<file path="config.mk">
export PLATFORM = sky130hd
export DESIGN_NAME = first_fit_block_allocator_flat
export DESIGN_NICKNAME = d
export VERILOG_FILES = /design/src/ffba_pkg.sv /design/src/ffba_req_if.sv /design/src/ffba_rsp_if.sv /design/src/ffba_cfg_if.sv /design/src/ffba_ctrl.sv /design/src/ffba_dp.sv /design/src/first_fit_block_allocator.sv /design/src/flat_wrapper.sv
export SDC_FILE = /design/constraint.sdc
export NUM_CORES = 2
export LEC_CHECK = 0
export BUFFER_PORTS_ARGS = -buffer_cell sky130_fd_sc_hd__buf_4
export CAP_MARGIN = 20
export CORE_MARGIN = 5
export CORE_UTILIZATION = 30
export DETAILED_ROUTE_END_ITERATION = 7
export GPL_TIMING_DRIVEN = 0
export PLACE_DENSITY = 0.53
export SLEW_MARGIN = 30
export SYNTH_ARGS = -nofsm -noshare
export SYNTH_HDL_FRONTEND = slang
export SYNTH_SLANG_ARGS = --single-unit
</file>
<file path="constraint.sdc">
create_clock -name i_clk -period 15.7 [get_ports i_clk]
set_input_delay 1.57 -clock i_clk [delete_from_list [all_inputs] [get_ports i_clk]]
set_output_delay 1.57 -clock i_clk [all_outputs]
set_load 0.005 [all_outputs]
</file>
<file path="src/ffba_pkg.sv">
// Shared constants, widths and types of the first-fit block allocator.
`default_nettype none

package ffba_pkg;

    // Default table depth and header size
    localparam int MAX_BLOCKS_DEF   = 64;
    localparam int HEADER_BYTES_DEF = 16;

    // Field widths
    localparam int OPCODE_W = 1;
    localparam int SIZE_W   = 20;
    localparam int ADDR_W   = 21;
    localparam int STATUS_W = 2;
    localparam int MIN_W    = 16;
    localparam int POOL_W   = 20;

    // Configuration channel
    localparam int CFG_IDX_W  = 2;
    localparam int CFG_DATA_W = 20;
    localparam logic [CFG_IDX_W-1:0] CFG_MIN_ALLOC = 2'd0;
    localparam logic [CFG_IDX_W-1:0] CFG_POOL      = 2'd1;

    localparam logic [MIN_W-1:0]  MIN_ALLOC_RST = 16'd8;
    localparam logic [POOL_W-1:0] POOL_RST      = 20'd10240;

    // Opcodes
    localparam logic [OPCODE_W-1:0] OP_ALLOC = 1'b0;
    localparam logic [OPCODE_W-1:0] OP_FREE  = 1'b1;

    // Status codes
    localparam logic [STATUS_W-1:0] ST_OK       = 2'd0;
    localparam logic [STATUS_W-1:0] ST_NOMEM    = 2'd1;
    localparam logic [STATUS_W-1:0] ST_NOTFOUND = 2'd2;

    // One table entry
    typedef struct packed {
        logic [ADDR_W-1:0] start;
        logic [SIZE_W-1:0] bytes;
        logic              in_use;
    } t_entry;

    // Controller to datapath
    typedef struct packed {
        logic start;      // latch request, rewind scan
        logic issue;      // read next table entry
        logic hit_wr;     // update mark of the entry under check
        logic tail;       // try to carve a new block at the bump pointer
        logic not_found;  // free found no matching block
        logic load_out;   // move result into the output register
    } t_dp_cmd;

    // Datapath to controller
    typedef struct packed {
        logic more;       // entries left to read
        logic chk_vld;    // an entry is under check this cycle
        logic hit;        // entry under check matches the request
        logic is_free;    // current request is a free
    } t_dp_sts;

endpackage

`default_nettype wire

</file>
<file path="src/ffba_req_if.sv">
// Request channel: opcode, size and address of one request beat.
`default_nettype none

interface ffba_req_if;
    logic                          valid;
    logic                          ready;
    logic [ffba_pkg::OPCODE_W-1:0] opcode;
    logic [ffba_pkg::SIZE_W-1:0]   request_bytes;
    logic [ffba_pkg::ADDR_W-1:0]   free_address;

    modport source (output valid, output opcode, output request_bytes,
                    output free_address, input ready);
    modport sink   (input valid, input opcode, input request_bytes,
                    input free_address, output ready);
endinterface

`default_nettype wire

</file>
<file path="src/ffba_rsp_if.sv">
// Response channel: status and payload address of one result beat.
`default_nettype none

interface ffba_rsp_if;
    logic                          valid;
    logic                          ready;
    logic [ffba_pkg::STATUS_W-1:0] status;
    logic [ffba_pkg::ADDR_W-1:0]   payload_address;

    modport source (output valid, output status, output payload_address, input ready);
    modport sink   (input valid, input status, input payload_address, output ready);
endinterface

`default_nettype wire

</file>
<file path="src/ffba_cfg_if.sv">
// Configuration write channel: register index and write data.
`default_nettype none

interface ffba_cfg_if;
    logic                            valid;
    logic                            ready;
    logic [ffba_pkg::CFG_IDX_W-1:0]  index;
    logic [ffba_pkg::CFG_DATA_W-1:0] data;

    modport source (output valid, output index, output data, input ready);
    modport sink   (input valid, input index, input data, output ready);
endinterface

`default_nettype wire

</file>
<file path="src/ffba_ctrl.sv">
// Allocator controller: request sequencing, table scan control, result hand-off.
`default_nettype none

module ffba_ctrl (
    input  logic              i_clk,
    input  logic              i_rst_n,
    input  logic              i_req_valid,
    output logic              o_req_ready,
    input  logic              i_out_ready,
    output logic              o_out_valid,
    input  ffba_pkg::t_dp_sts i_sts,
    output ffba_pkg::t_dp_cmd o_cmd
);
    import ffba_pkg::*;

    typedef enum logic [1:0] {
        S_IDLE,
        S_SCAN,
        S_TAIL,
        S_FIN
    } t_state;

    t_state  r_state, n_state;
    logic    r_out_vld, n_out_vld;
    t_dp_cmd w_cmd;

    always_comb begin
        w_cmd   = '0;
        n_state = r_state;
        case (r_state)
            S_IDLE: begin
                if (i_req_valid) begin
                    w_cmd.start = 1'b1;
                    n_state     = S_SCAN;
                end
            end
            S_SCAN: begin
                if (i_sts.chk_vld && i_sts.hit) begin
                    w_cmd.hit_wr = 1'b1;
                    n_state      = S_FIN;
                end else if (i_sts.more) begin
                    w_cmd.issue = 1'b1;
                end else if (i_sts.is_free) begin
                    w_cmd.not_found = 1'b1;
                    n_state         = S_FIN;
                end else begin
                    n_state = S_TAIL;
                end
            end
            S_TAIL: begin
                w_cmd.tail = 1'b1;
                n_state    = S_FIN;
            end
            S_FIN: begin
                // wait here only while the previous result is still unclaimed
                if (!r_out_vld || i_out_ready) begin
                    w_cmd.load_out = 1'b1;
                    n_state        = S_IDLE;
                end
            end
            default: begin
                n_state = S_IDLE;
            end
        endcase
    end

    always_comb begin
        if (w_cmd.load_out) begin
            n_out_vld = 1'b1;
        end else if (i_out_ready) begin
            n_out_vld = 1'b0;
        end else begin
            n_out_vld = r_out_vld;
        end
    end

    always_ff @(posedge i_clk) begin
        if (!i_rst_n) begin
            r_state   <= S_IDLE;
            r_out_vld <= 1'b0;
        end else begin
            r_state   <= n_state;
            r_out_vld <= n_out_vld;
        end
    end

    assign o_req_ready = (r_state == S_IDLE);
    assign o_out_valid = r_out_vld;
    assign o_cmd       = w_cmd;

endmodule

`default_nettype wire

</file>
<file path="src/ffba_dp.sv">
// Allocator datapath: block table memory, scan pointer, bump pointer, result registers.
`default_nettype none

module ffba_dp #(
    parameter int MAX_BLOCKS   = ffba_pkg::MAX_BLOCKS_DEF,
    parameter int HEADER_BYTES = ffba_pkg::HEADER_BYTES_DEF
) (
    input  logic                            i_clk,
    input  logic                            i_rst_n,
    // request payload, sampled on cmd.start
    input  logic [ffba_pkg::OPCODE_W-1:0]   i_opcode,
    input  logic [ffba_pkg::SIZE_W-1:0]     i_request_bytes,
    input  logic [ffba_pkg::ADDR_W-1:0]     i_free_address,
    // configuration writes
    input  logic                            i_cfg_we,
    input  logic [ffba_pkg::CFG_IDX_W-1:0]  i_cfg_index,
    input  logic [ffba_pkg::CFG_DATA_W-1:0] i_cfg_data,
    // control
    input  ffba_pkg::t_dp_cmd               i_cmd,
    output ffba_pkg::t_dp_sts               o_sts,
    // result
    output logic [ffba_pkg::STATUS_W-1:0]   o_status,
    output logic [ffba_pkg::ADDR_W-1:0]     o_payload_address
);
    import ffba_pkg::*;

    localparam int IDX_W = (MAX_BLOCKS > 1) ? $clog2(MAX_BLOCKS) : 1;
    localparam int CNT_W = $clog2(MAX_BLOCKS + 1);
    localparam int SUM_W = ADDR_W + 1;

    localparam logic [SUM_W-1:0] HDR   = SUM_W'(HEADER_BYTES);
    localparam logic [CNT_W-1:0] CNT_MAX = CNT_W'(MAX_BLOCKS);

    // configuration
    logic [MIN_W-1:0]  r_min_alloc;
    logic [POOL_W-1:0] r_pool;

    // allocation state
    logic [CNT_W-1:0]  r_count;
    logic [ADDR_W-1:0] r_bump;

    // request
    logic [OPCODE_W-1:0] r_op;
    logic [SIZE_W-1:0]   r_size;
    logic [ADDR_W-1:0]   r_faddr;

    // scan
    logic [CNT_W-1:0] r_idx;
    logic [IDX_W-1:0] r_chk_idx;
    logic             r_chk_vld;
    t_entry           r_rd;
    t_entry           r_mem [MAX_BLOCKS];

    // result
    logic [STATUS_W-1:0] r_res_status, r_out_status;
    logic [ADDR_W-1:0]   r_res_addr, r_out_addr;

    logic [SIZE_W-1:0] w_size;
    logic [SUM_W-1:0]  w_rd_payload;
    logic [SUM_W-1:0]  w_end;
    logic [SUM_W-1:0]  w_new_payload;
    logic              w_hit;
    logic              w_fits;
    logic              w_we;
    logic [IDX_W-1:0]  w_waddr;
    t_entry            w_wdata;

    // raise small requests to the configured minimum
    assign w_size = (i_request_bytes < SIZE_W'(r_min_alloc))
                  ? SIZE_W'(r_min_alloc) : i_request_bytes;

    assign w_rd_payload  = {1'b0, r_rd.start} + HDR;
    assign w_end         = {1'b0, r_bump} + HDR + SUM_W'(r_size);
    assign w_new_payload = {1'b0, r_bump} + HDR;
    assign w_fits        = (r_count < CNT_MAX) && (w_end <= SUM_W'(r_pool));

    always_comb begin
        if (r_op == OP_FREE) begin
            w_hit = (w_rd_payload == {1'b0, r_faddr});
        end else begin
            w_hit = !r_rd.in_use && (r_rd.bytes >= r_size);
        end
    end

    // table write: mark update on a hit, or a freshly carved block
    always_comb begin
        w_we    = 1'b0;
        w_waddr = r_chk_idx;
        w_wdata = r_rd;
        if (i_cmd.hit_wr) begin
            w_we           = 1'b1;
            w_wdata.in_use = (r_op == OP_ALLOC);
        end else if (i_cmd.tail && w_fits) begin
            w_we    = 1'b1;
            w_waddr = r_count[IDX_W-1:0];
            w_wdata = '{start: r_bump, bytes: r_size, in_use: 1'b1};
        end
    end

    always_ff @(posedge i_clk) begin
        if (w_we) begin
            r_mem[w_waddr] <= w_wdata;
        end
        if (i_cmd.issue) begin
            r_rd <= r_mem[r_idx[IDX_W-1:0]];
        end
    end

    always_ff @(posedge i_clk) begin
        if (!i_rst_n) begin
            r_min_alloc <= MIN_ALLOC_RST;
            r_pool      <= POOL_RST;
            r_count     <= '0;
            r_bump      <= '0;
            r_chk_vld   <= 1'b0;
        end else begin
            if (i_cfg_we && (i_cfg_index == CFG_MIN_ALLOC)) begin
                r_min_alloc <= i_cfg_data[MIN_W-1:0];
            end
            if (i_cfg_we && (i_cfg_index == CFG_POOL)) begin
                r_pool <= i_cfg_data[POOL_W-1:0];
            end
            if (i_cmd.tail && w_fits) begin
                r_count <= r_count + CNT_W'(1);
                r_bump  <= w_end[ADDR_W-1:0];
            end
            r_chk_vld <= i_cmd.issue;
        end
    end

    always_ff @(posedge i_clk) begin
        if (i_cmd.start) begin
            r_op    <= i_opcode;
            r_size  <= w_size;
            r_faddr <= i_free_address;
            r_idx   <= '0;
        end else if (i_cmd.issue) begin
            r_idx <= r_idx + CNT_W'(1);
        end
        if (i_cmd.issue) begin
            r_chk_idx <= r_idx[IDX_W-1:0];
        end

        if (i_cmd.hit_wr) begin
            r_res_status <= ST_OK;
            r_res_addr   <= (r_op == OP_FREE) ? '0 : w_rd_payload[ADDR_W-1:0];
        end else if (i_cmd.not_found) begin
            r_res_status <= ST_NOTFOUND;
            r_res_addr   <= '0;
        end else if (i_cmd.tail) begin
            r_res_status <= w_fits ? ST_OK : ST_NOMEM;
            r_res_addr   <= w_fits ? w_new_payload[ADDR_W-1:0] : '0;
        end

        if (i_cmd.load_out) begin
            r_out_status <= r_res_status;
            r_out_addr   <= r_res_addr;
        end
    end

    assign o_sts.more    = (r_idx < r_count);
    assign o_sts.chk_vld = r_chk_vld;
    assign o_sts.hit     = w_hit;
    assign o_sts.is_free = (r_op == OP_FREE);

    assign o_status          = r_out_status;
    assign o_payload_address = r_out_addr;

endmodule

`default_nettype wire

</file>
<file path="src/first_fit_block_allocator.sv">
// First-fit block allocator: top level joining controller, datapath and channels.
//
// Usage:
//   i_req carries one request a beat: opcode 0 allocates request_bytes, opcode 1
//   frees the block whose payload address is free_address. o_rsp returns one
//   beat per request: status (ok, out of memory, not found) and, for a good
//   allocate, the payload address. i_cfg writes min_alloc_bytes (index 0) or
//   pool_bytes (index 1); other indexes are dropped. i_cfg is always ready.
//   Timing: one request at a time. The table is walked one entry per cycle
//   through the memory read port. An allocate that carves a new block walks
//   the whole table, then passes the tail and finish states before its result
//   beat; a hit or an unknown free returns sooner.
//   i_req is ready again in the same cycle that the result enters the output
//   register, so a new request is not taken before the last one is finished.
//   A stalled o_rsp holds its beat; the next request is still taken and parks
//   its result until the output register frees up.
//   Reset empties the table and bump pointer and restores the register
//   defaults (8 byte minimum, 10240 byte pool); no clearing pass is needed.
`default_nettype none

module first_fit_block_allocator #(
    parameter int MAX_BLOCKS   = ffba_pkg::MAX_BLOCKS_DEF,
    parameter int HEADER_BYTES = ffba_pkg::HEADER_BYTES_DEF
) (
    input  logic       i_clk,
    input  logic       i_rst_n,
    ffba_req_if.sink   i_req,
    ffba_cfg_if.sink   i_cfg,
    ffba_rsp_if.source o_rsp
);
    import ffba_pkg::*;

    t_dp_cmd w_cmd;
    t_dp_sts w_sts;

    assign i_cfg.ready = 1'b1;

    ffba_ctrl u_ctrl (
        .i_clk       (i_clk),
        .i_rst_n     (i_rst_n),
        .i_req_valid (i_req.valid),
        .o_req_ready (i_req.ready),
        .i_out_ready (o_rsp.ready),
        .o_out_valid (o_rsp.valid),
        .i_sts       (w_sts),
        .o_cmd       (w_cmd)
    );

    ffba_dp #(
        .MAX_BLOCKS   (MAX_BLOCKS),
        .HEADER_BYTES (HEADER_BYTES)
    ) u_dp (
        .i_clk             (i_clk),
        .i_rst_n           (i_rst_n),
        .i_opcode          (i_req.opcode),
        .i_request_bytes   (i_req.request_bytes),
        .i_free_address    (i_req.free_address),
        .i_cfg_we          (i_cfg.valid),
        .i_cfg_index       (i_cfg.index),
        .i_cfg_data        (i_cfg.data),
        .i_cmd             (w_cmd),
        .o_sts             (w_sts),
        .o_status          (o_rsp.status),
        .o_payload_address (o_rsp.payload_address)
    );

endmodule

`default_nettype wire
</file>
<file path="src/flat_wrapper.sv">
// flat-port wrapper written by rule: the top's interface ports become plain ports
module first_fit_block_allocator_flat import ffba_pkg::*;
#(
    parameter int MAX_BLOCKS   = ffba_pkg::MAX_BLOCKS_DEF,
    parameter int HEADER_BYTES = ffba_pkg::HEADER_BYTES_DEF
)
  (i_clk, i_rst_n, i_req_valid, i_req_opcode, i_req_request_bytes, i_req_free_address, i_req_ready, i_cfg_valid, i_cfg_index, i_cfg_data, i_cfg_ready, o_rsp_valid, o_rsp_status, o_rsp_payload_address, o_rsp_ready);
  ffba_req_if i_req_i ();
  ffba_cfg_if i_cfg_i ();
  ffba_rsp_if o_rsp_i ();
  input  logic i_clk;
  input  logic i_rst_n;
  input wire logic [$bits(i_req_i.valid)-1:0] i_req_valid;
  input wire logic [$bits(i_req_i.opcode)-1:0] i_req_opcode;
  input wire logic [$bits(i_req_i.request_bytes)-1:0] i_req_request_bytes;
  input wire logic [$bits(i_req_i.free_address)-1:0] i_req_free_address;
  output wire logic [$bits(i_req_i.ready)-1:0] i_req_ready;
  input wire logic [$bits(i_cfg_i.valid)-1:0] i_cfg_valid;
  input wire logic [$bits(i_cfg_i.index)-1:0] i_cfg_index;
  input wire logic [$bits(i_cfg_i.data)-1:0] i_cfg_data;
  output wire logic [$bits(i_cfg_i.ready)-1:0] i_cfg_ready;
  output wire logic [$bits(o_rsp_i.valid)-1:0] o_rsp_valid;
  output wire logic [$bits(o_rsp_i.status)-1:0] o_rsp_status;
  output wire logic [$bits(o_rsp_i.payload_address)-1:0] o_rsp_payload_address;
  input wire logic [$bits(o_rsp_i.ready)-1:0] o_rsp_ready;
  assign i_req_i.valid = i_req_valid;
  assign i_req_i.opcode = i_req_opcode;
  assign i_req_i.request_bytes = i_req_request_bytes;
  assign i_req_i.free_address = i_req_free_address;
  assign i_req_ready = i_req_i.ready;
  assign i_cfg_i.valid = i_cfg_valid;
  assign i_cfg_i.index = i_cfg_index;
  assign i_cfg_i.data = i_cfg_data;
  assign i_cfg_ready = i_cfg_i.ready;
  assign o_rsp_valid = o_rsp_i.valid;
  assign o_rsp_status = o_rsp_i.status;
  assign o_rsp_payload_address = o_rsp_i.payload_address;
  assign o_rsp_i.ready = o_rsp_ready;
  first_fit_block_allocator #(.MAX_BLOCKS(MAX_BLOCKS), .HEADER_BYTES(HEADER_BYTES)) u_core (.i_clk(i_clk), .i_rst_n(i_rst_n), .i_req(i_req_i), .i_cfg(i_cfg_i), .o_rsp(o_rsp_i));
endmodule
</file>
==> results.md <==
* Hold Fails Final Rpt at 0
* Max_cap viols at 0
* Worst path top cell family by delay: compound AO/OA/AOI/OAI gates
* Routed len/inst at ~30 um
* Peak per-stage delay on the critical path at between 0.6 and 0.7 ns
* Nets at ~5,900
* Placed wire-length estimate at between 200 and 250 mm
* Buffers on Ports at 92
* Crit end category: register
* Hold WC Path Type: reg2reg
* # fillers at 34,700
* Antenna violations before repair at 44
* Setup_tns at 0 ns
* Antenna viol nets, final at 0
* Post-synthesis sequential area ratio at 0.754
* CP Launch Type: register
* Initial Util at 0.302
* R2r worst-path depth at 26
* Async SR Flop Fraction at 0
* Top post-synthesis cells by area: edfxtp_1 (74%), mux4_2 (17%), dfxtp_1 (1.3%), ha_1 (1.0%), clkbuf_1 (0.57%)
* Cell mode on critical path: ha_1
* Pre-CTS setup slack at roughly 7.4 ns
* CTS resizes at 0
* FF-to-FF Start: u_core.u_dp.r_bump[4]
* Clock Pin Slew Worst Setup and Hold Paths at around 0.06 ns
* Hold path endpoint: u_core.u_dp.o_payload_address[5]
* Most frequent cells after synthesis: edfxtp_1 (2,822), mux4_2 (882), clkbuf_1 (175)
* Ys flop type: edfxtp_1
* Crit Path Class: reg2reg
* Largest net degree at the start of global routing at 65
* Max Slew Vio Count at 0
* Area delta synth->final at 18.6%
* Slowest-stage cell, CP: a32o_4
* Vias in the first global route at approximately 57,000
* Max transition margin at 0.287
* Total core area at between 300,000 and 400,000 um2
* Hold Path Depth at 0
* Biggest area consumer among synthesized cells: edfxtp_1
* First-pass GRT wire length at 450 mm
* Avg Synthesized Cell Area at around 23 um2
* Reg2Reg Setup Slack at 7.14 ns
* Worst EP arrival at 9.14 ns
* Setup bufs post-CTS at 0
* Routed via count at ~57,000
* Tmin final at between 8 and 9 ns
* Clk buf depth at 4
* DR pass1 iterations at 8
* Initial DRC count at roughly 6,700
* Chip width at between 600 and 700 um
* Critical Path RT at about 16 ns
* Final period util at 0.545
* Clock Latency Late Sink at slightly above 0.9 ns
* Full die area at 394,000 um2
* Mapped Cells at ~5,100
* Leak pwr at 40.9 nW
* Row count at between 200 and 250
* WHS at around 0.42 ns
* Slew of the pin with the lowest slew margin at around 1.1 ns
* Number of synthesized flops with an enable pin at roughly 2,800
* CTS tree: done
* RD Place Congestion at between 0.8 and 0.9
* Clock sink count at between 2,000 and 3,000
* Hold-fix buffers at CTS at 0
* CTS buffer count at 313
* Status: completed
* Power per cell area at between 100 and 150 nW/um2
* Via-per-instance ratio at 5.15
* Grt ovf at 0
* Synth Cell Area at about 110,000 um2
* Top-count cell post-synth: edfxtp_1
* Worst vdd ir at between 0.08 and 0.09 mV
* Synthesized flop and latch total at 2,899
* Syn_nets at about 5,200
* Synth unique cells at 80
* H-tree Lvls at 5
* I/O Pins at 95
* FF-to-FF End: u_core.u_dp.r_mem[58][29]
* Layout cells sized above 1 at 0.323
* Die height at 628 um
* RSZ-0062 raised after global routing: no
* Clock root cell: clkbuf_16
* Share of the synthesized area in the top cell type at 0.740
* Remaining DRCs at 0
* Maximum fanout along the worst path at 26
* HP Start: u_core.u_dp.r_res_addr[5]
* Buf/Inv on CP at 5
* Setup Skew at approximately 0.053 ns
* Endpoints failing setup at 0
* Max Freq at between 100 and 150 MHz
* Final wirelength at between 300 and 400 mm
* Total GRT Usage at 0.160
* YS warnings at 0
* Final worst slack at just over 7 ns
## routing by layer
layer	up-vias	track usage	routed length, um
met5	-	0	0
met4	0	0.0399	7200
met3	406	0.0259	22000
met2	2122	0.261	155000
met1	31000	0.224	138000
li1	23000	-	-
## how the worst max path moves through the flow
stage                          start                   endpoint  slack [ns]  cells past startpoint
3_5_place_dp   u_core.u_dp.r_bump[4]  u_core.u_dp.r_mem[58][32]        7.40                     26
2_1_floorplan  u_core.u_dp.r_bump[4]   u_core.u_dp.r_mem[60][0]        6.90                     26
5_1_grt        u_core.u_dp.r_bump[4]  u_core.u_dp.r_mem[58][30]        6.78                     26
3_3_place_gp   u_core.u_dp.r_bump[4]   u_core.u_dp.r_mem[54][8]        0.09                     26
6_report       u_core.u_dp.r_bump[4]  u_core.u_dp.r_mem[58][29]        7.14                     26
4_1_cts        u_core.u_dp.r_bump[4]  u_core.u_dp.r_mem[58][30]        7.36                     26
## cell type report
cell class	instances	area, um2	share of cell area
antenna	12	30.0	0.000221
timing repair buffer	301	3730	0.0275
buffer	272	1270	0.00933
inverter	86	323	0.00238
tap	5016	6280	0.0462
sequential	2899	86300	0.635
clock inverter	180	1880	0.0138
clock buffer	386	8210	0.0605
multi-input combinational	1822	27800	0.205
## worst reg2reg max path, stage by stage, from the launching register on
cell	delay (ns)
dfxtp_1	0.51
ha_1	0.26
nand3_1	0.16
nor2_1	0.41
xor2_1	0.45
ha_1	0.26
a21oi_1	0.10
a21boi_0	0.14
a31oi_1	0.24
o2111ai_2	0.20
a21oi_1	0.31
nor2_1	0.09
xnor2_1	0.46
ha_1	0.37
a211o_1	0.29
a31oi_1	0.14
o21ai_0	0.11
o31ai_1	0.57
and2_0	0.20
buf_1	0.33
inv_1	0.08
a2111o_1	0.38
buf_2	0.21
a21oi_2	0.51
buf_2	0.43
a32o_4	0.69
buf_12	0.29
## registers in the layout (all words and copies together) (netlist names), 2 cells and up
signal and cells:
u_core.u_dp.r_pool 20, u_core.u_dp.r_count 7, u_core.u_dp.o_payload_address 21, u_core.u_ctrl.r_state 2, u_core.u_dp.r_res_status 2, u_core.u_dp.r_res_addr 21
u_core.u_dp.r_idx 7, u_core.u_dp.r_size 20, u_core.u_dp.o_status 2, u_core.u_dp.r_chk_idx 6, u_core.u_dp.r_rd 42, u_core.u_dp.r_bump 21
u_core.u_dp.r_mem 2688, u_core.u_dp.r_faddr 21, u_core.u_dp.r_min_alloc 16
## stage by stage
step / utilization / power, W / instance area [um2] / std cells
2_1_floorplan: - / 0.00969 / 114000 / 5079
5_1_grt: 0.358 / 0.0179 / 136000 / 11000
6_report: 0.358 / 0.0173 / 136000 / 11000
3_3_place_gp: 0.320 / 0.0102 / 121000 / 10200
4_1_cts: 0.358 / 0.0175 / 136000 / 11000
3_5_place_dp: 0.331 / 0.0102 / 126000 / 10400
## report_power, final
part / switching (W) / internal (W) / total, W
registers: 0.0000798 / 0.00874 / 0.00882
clock network: 0.00310 / 0.00416 / 0.00726
logic: 0.000817 / 0.000430 / 0.00125
total: 0.00400 / 0.0133 / 0.0173
## kinds of logic (layout without fill, tap and decap cells)
| family | count (synthesis) | after routing | share of synthesized area |
|---|---|---|---|
| flops | 2899 | 2899 | 0.754 |
| mux | 946 | 946 | 0.181 |
| simple gates | 392 | 392 | 0.0172 |
| buf+inv | 358 | 1225 | 0.0125 |
| compound gates | 320 | 320 | 0.0199 |
| fa+ha+maj | 94 | 94 | 0.0103 |
| xor+xnor | 69 | 69 | 0.00528 |
| other cells | 1 | 13 | 0.0000328 |
## cell usage in the layout (no fill, tap or decap), types with 26 or more instances in the layout
cell type,count
edfxtp_1,2822
mux4_2,882
clkbuf_16,316
clkbuf_1,184
nand2_1,139
buf_6,136
a21oi_1,93
ha_1,93
buf_4,93
inv_1,84
dfxtp_1,77
clkbuf_2,68
buf_2,63
nand3_1,61
clkinv_1,58
clkinv_2,52
nor2_1,48
xnor2_1,45
mux2_4,41
o32ai_4,32
a32o_4,32
buf_12,32
buf_8,31
o211ai_1,30
a21o_1,26
Note: power is estimated with default switching activity, not from simulation.
